### config.mk
export PLATFORM = sky130hd
export DESIGN_NAME = sacc_ram
export DESIGN_NICKNAME = d
export VERILOG_FILES = /design/src/rtl/sacc_ram.sv
export SDC_FILE = /design/constraint.sdc
export NUM_CORES = 1
export LEC_CHECK = 0
export BUFFER_PORTS_ARGS = -buffer_cell sky130_fd_sc_hd__buf_2
export CORE_MARGIN = 2
export CORE_UTILIZATION = 38
export CTS_BUF_LIST = sky130_fd_sc_hd__clkbuf_8 sky130_fd_sc_hd__clkbuf_16
export DETAILED_ROUTE_END_ITERATION = 10
export SETUP_SLACK_MARGIN = 0.4
export SLEW_MARGIN = 5
export SYNTH_ARGS = -nofsm -noshare
export SYNTH_HDL_FRONTEND = slang
export SYNTH_SLANG_ARGS = --single-unit
### constraint.sdc
create_clock -name clk -period 7.7 [get_ports clk]
set_input_delay 1.54 -clock clk [delete_from_list [all_inputs] [get_ports clk]]
set_output_delay 1.54 -clock clk [all_outputs]
set_load 0.01 [all_outputs]
### src/rtl/sacc_ram.sv
// ----------------------------------------------------------------------------
// sacc_ram: generic simple dual-port RAM
// One write port, one read port, read data registered.
// ----------------------------------------------------------------------------
module sacc_ram #(
	parameter int WIDTH = 38,
	parameter int DEPTH = 16
) (
	input  logic                                       clk,
	input  logic                                       wr_en,
	input  logic [((DEPTH > 1) ? $clog2(DEPTH) : 1)-1:0] wr_addr,
	input  logic [WIDTH-1:0]                           wr_data,
	input  logic                                       rd_en,
	input  logic [((DEPTH > 1) ? $clog2(DEPTH) : 1)-1:0] rd_addr,
	output logic [WIDTH-1:0]                           rd_data
);

	logic [WIDTH-1:0] mem [DEPTH];

	always_ff @(posedge clk) begin
		if (wr_en) begin
			mem[wr_addr] <= wr_data;
		end
		if (rd_en) begin
			rd_data <= mem[rd_addr];
		end
	end

endmodule

==> results.md <==
- Setup TNS: 0 ns
- PostCTS Resize Cnt: 0
- Worst-path maximum fanout: 98
- Worst R2R Setup Slack: 6.21 ns
- DP HPWL: 24.38 mm
- Sequential-to-total area share from yosys stat: 80.99%
- Clock Tree Root: clkbuf_16
- Worst setup EP type: flip-flop
- Post-Syn Area: 23950 um^2
- Synth Net Count: 1038
- Crit share post-route: 46.71%
- # clock sinks: 646
- RSZ-0062 raised after global routing: false
- Net count, final: 1168
- Antenna violations before repair: 4
- Initial Util: 38.18%
- PortBufs: 86
- Setup violations, final: 0
- GP Congestion: 0.6872
- TritonRoute pass-1 iters: 5
- DIE WIDTH: 255.1 um
- Multi-input logic area: 4403 um^2
- Setup bufs post-CTS: 0
- Diode count: 0
- Clk Latency, worst-skew pair: 0.59 ns
- Post-Synth Simple-Gate Area: 1.149%
- Row count: 92
- Crit path kind: input pin to flip-flop
- Post-route cell area: 27590 um^2
- Largest family of logic cells by synthesized area: multiplexers
- Max Freq: 0.2781 GHz
- CTS tree: built
- Mapped Cells: 989
- PwrDens: 268.9 nW/um^2
- Area of the core: 62740 um^2
- Number of buffers created by CTS: 66
- R2R depth: 3
- H-tree Lvls: 3
- Area grow syn2layout: 15.21%
- WHS Path Cells: 3
- Vias in the first global route: 11170
- # IOs: 87
- Clock transition at path regs: 0.06 ns
- Share of cells above drive strength 1: 31.82%
- Global-route wire length before repair: 76.85 mm
- Min Tclk post-route: 3.596 ns
- DR WL/cell: 26.50 um
- Worst Max-Slew Pin Slew: 1.070 ns
- Final hold vios: 0
- Fill count: 5248
- DP Area: 25500 um^2
- Routed wire length: 53.32 mm
- Largest net degree at the start of global routing: 99
- DR DRC count: 0
- MaxCap Viol Count: 0
- Synth warn: 0
- Arrival @ worst endpoint: 3.92 ns
- Mean Syn Cell Area: 24.22 um^2
- Type of origin of the critical path: input pin
- Outcome: completed
- Synth top area cells: edfxtp_1 (81%), mux4_2 (14%), a22oi_1 (2.4%), nand2_1 (0.61%), buf_6 (0.47%)
- Die Ht: 255.1 um
- Worst min path class: flip-flop to flip-flop
- Total number of vias: 10893
- Drt via density: 5.414
- Synth top area share: 80.99%
- Post-Synth Adder-Cell Area: 0%
- Cell variety after synth: 16
- Compound-Gate Fraction of Synth Area: 2.382%
- Multiplexer share of the synthesized area: 14.29%
- Worst VDD drop: 0.1659 mV
- Hold_buf cts: 0
- Longest Clk Path Bufs: 3
- CP required: 8.03 ns
- Global-route usage over all layers: 16.65%
- Pins Over Slew Limit: 0
- Total die area: 65050 um^2
- Storage cell area: 19400 um^2
- Antenna viol nets, final: 0
- DR iter-0 viols: 971
- Dominant cell type by area after synthesis: edfxtp_1
- Worst slew margin: 28.66%
- Leak: 8.756 nW
- Number of synthesized register bits: 646
- XOR/XNOR Fraction of Synth Area: 0%
- GRT Residual Overflow: 0
- Final clock skew: 0.01771 ns
[flip-flops by register name, summed over array words and instances (netlist names)]
register and cells:
mem 608, rd_data 38
[logic make-up (layout without fill, tap and decap cells)]
family / after synthesis / count (layout)
flops: 646 / 646
simple gates: 65 / 65
mux: 152 / 152
compound gates: 76 / 76
buf+inv: 50 / 227
[layer usage]
layer | wire (um) | part of all wire [%] | track usage, % | vias to the layer above
li1 | - | - | - | 4520
met1 | 23700 | 44 | 23.75 | 5962
met2 | 25820 | 48 | 26.69 | 326
met3 | 2733 | 5.1 | 2.970 | 81
met4 | 1044 | 2.0 | 4.244 | 4
met5 | 25 | 0.047 | 0 | -
[synthesized netlist by cell type]
cell type / count
clkbuf_1: 22
buf_6: 10
nor2b_1: 2
buf_2: 16
or3b_2: 1
mux4_2: 152
and2_1: 1
nor2_1: 13
buf_1: 2
nand2b_1: 2
nand3_1: 1
nand3b_1: 2
edfxtp_1: 646
nand2_1: 39
a22oi_1: 76
nor3_1: 4
[critical path, cell delays in order]
cell	delay, ns
buf_6	0.76
buf_4	0.80
mux4_2	0.41
a22oi_1	0.25
nand2_1	0.09
[through the flow]
step | hold slack [ns] | util [%] | setup WS, ns | power, mW | cells
detailed placement | 0.7381 | 40.65 | 3.453 | 4.408 | 1897
CTS | 0.7401 | 43.98 | 4.086 | 7.498 | 2012
global route | 0.7689 | 43.98 | 3.922 | 7.638 | 2012
floorplan | 0.7103 | - | 2.559 | 4.251 | 989
global placement | 0.7264 | 40.65 | 3.490 | 4.398 | 1897
finish | 0.7354 | 43.98 | 4.104 | 7.420 | 2012
[final cells by class]
cell class / instances / share of cell area (%)
clock buffers: 71 / 6.439
clock inverters: 44 / 1.143
multi-input cells: 293 / 15.96
flip-flops and latches: 646 / 70.30
well taps: 846 / 3.836
repair buffers: 112 / 2.326
[worst paths after layout]
check                   from     endpoint
setup / recovery  rd_addr[1]  rd_data[16]
hold / removal     mem[6][9]   rd_data[9]
setup reg to reg   mem[3][0]   rd_data[0]
hold reg to reg    mem[6][9]   rd_data[9]
[where the power goes]
part | leakage (nW) | switching, mW | internal [mW]
Combinational | 1.82 | 0.207 | 0.133
Sequential | 5.87 | 0.0214 | 3.96
Clock | 1.07 | 1.28 | 1.82
[placed cells by master, fill, tap and decap left out, drive strengths merged]
cell and count:
mux4 152, edfxtp 646, nor2b 2, bufinv 5, a22oi 76, nand3 1
or3b 1, clkbuf 71, clkinv 26, clkinvlp 1, inv 12, nor2 13
nand2 39, nor3 4, buf 112, nand2b 2, nand3b 2, and2 1
Note: power is estimated with default switching activity, not from simulation.
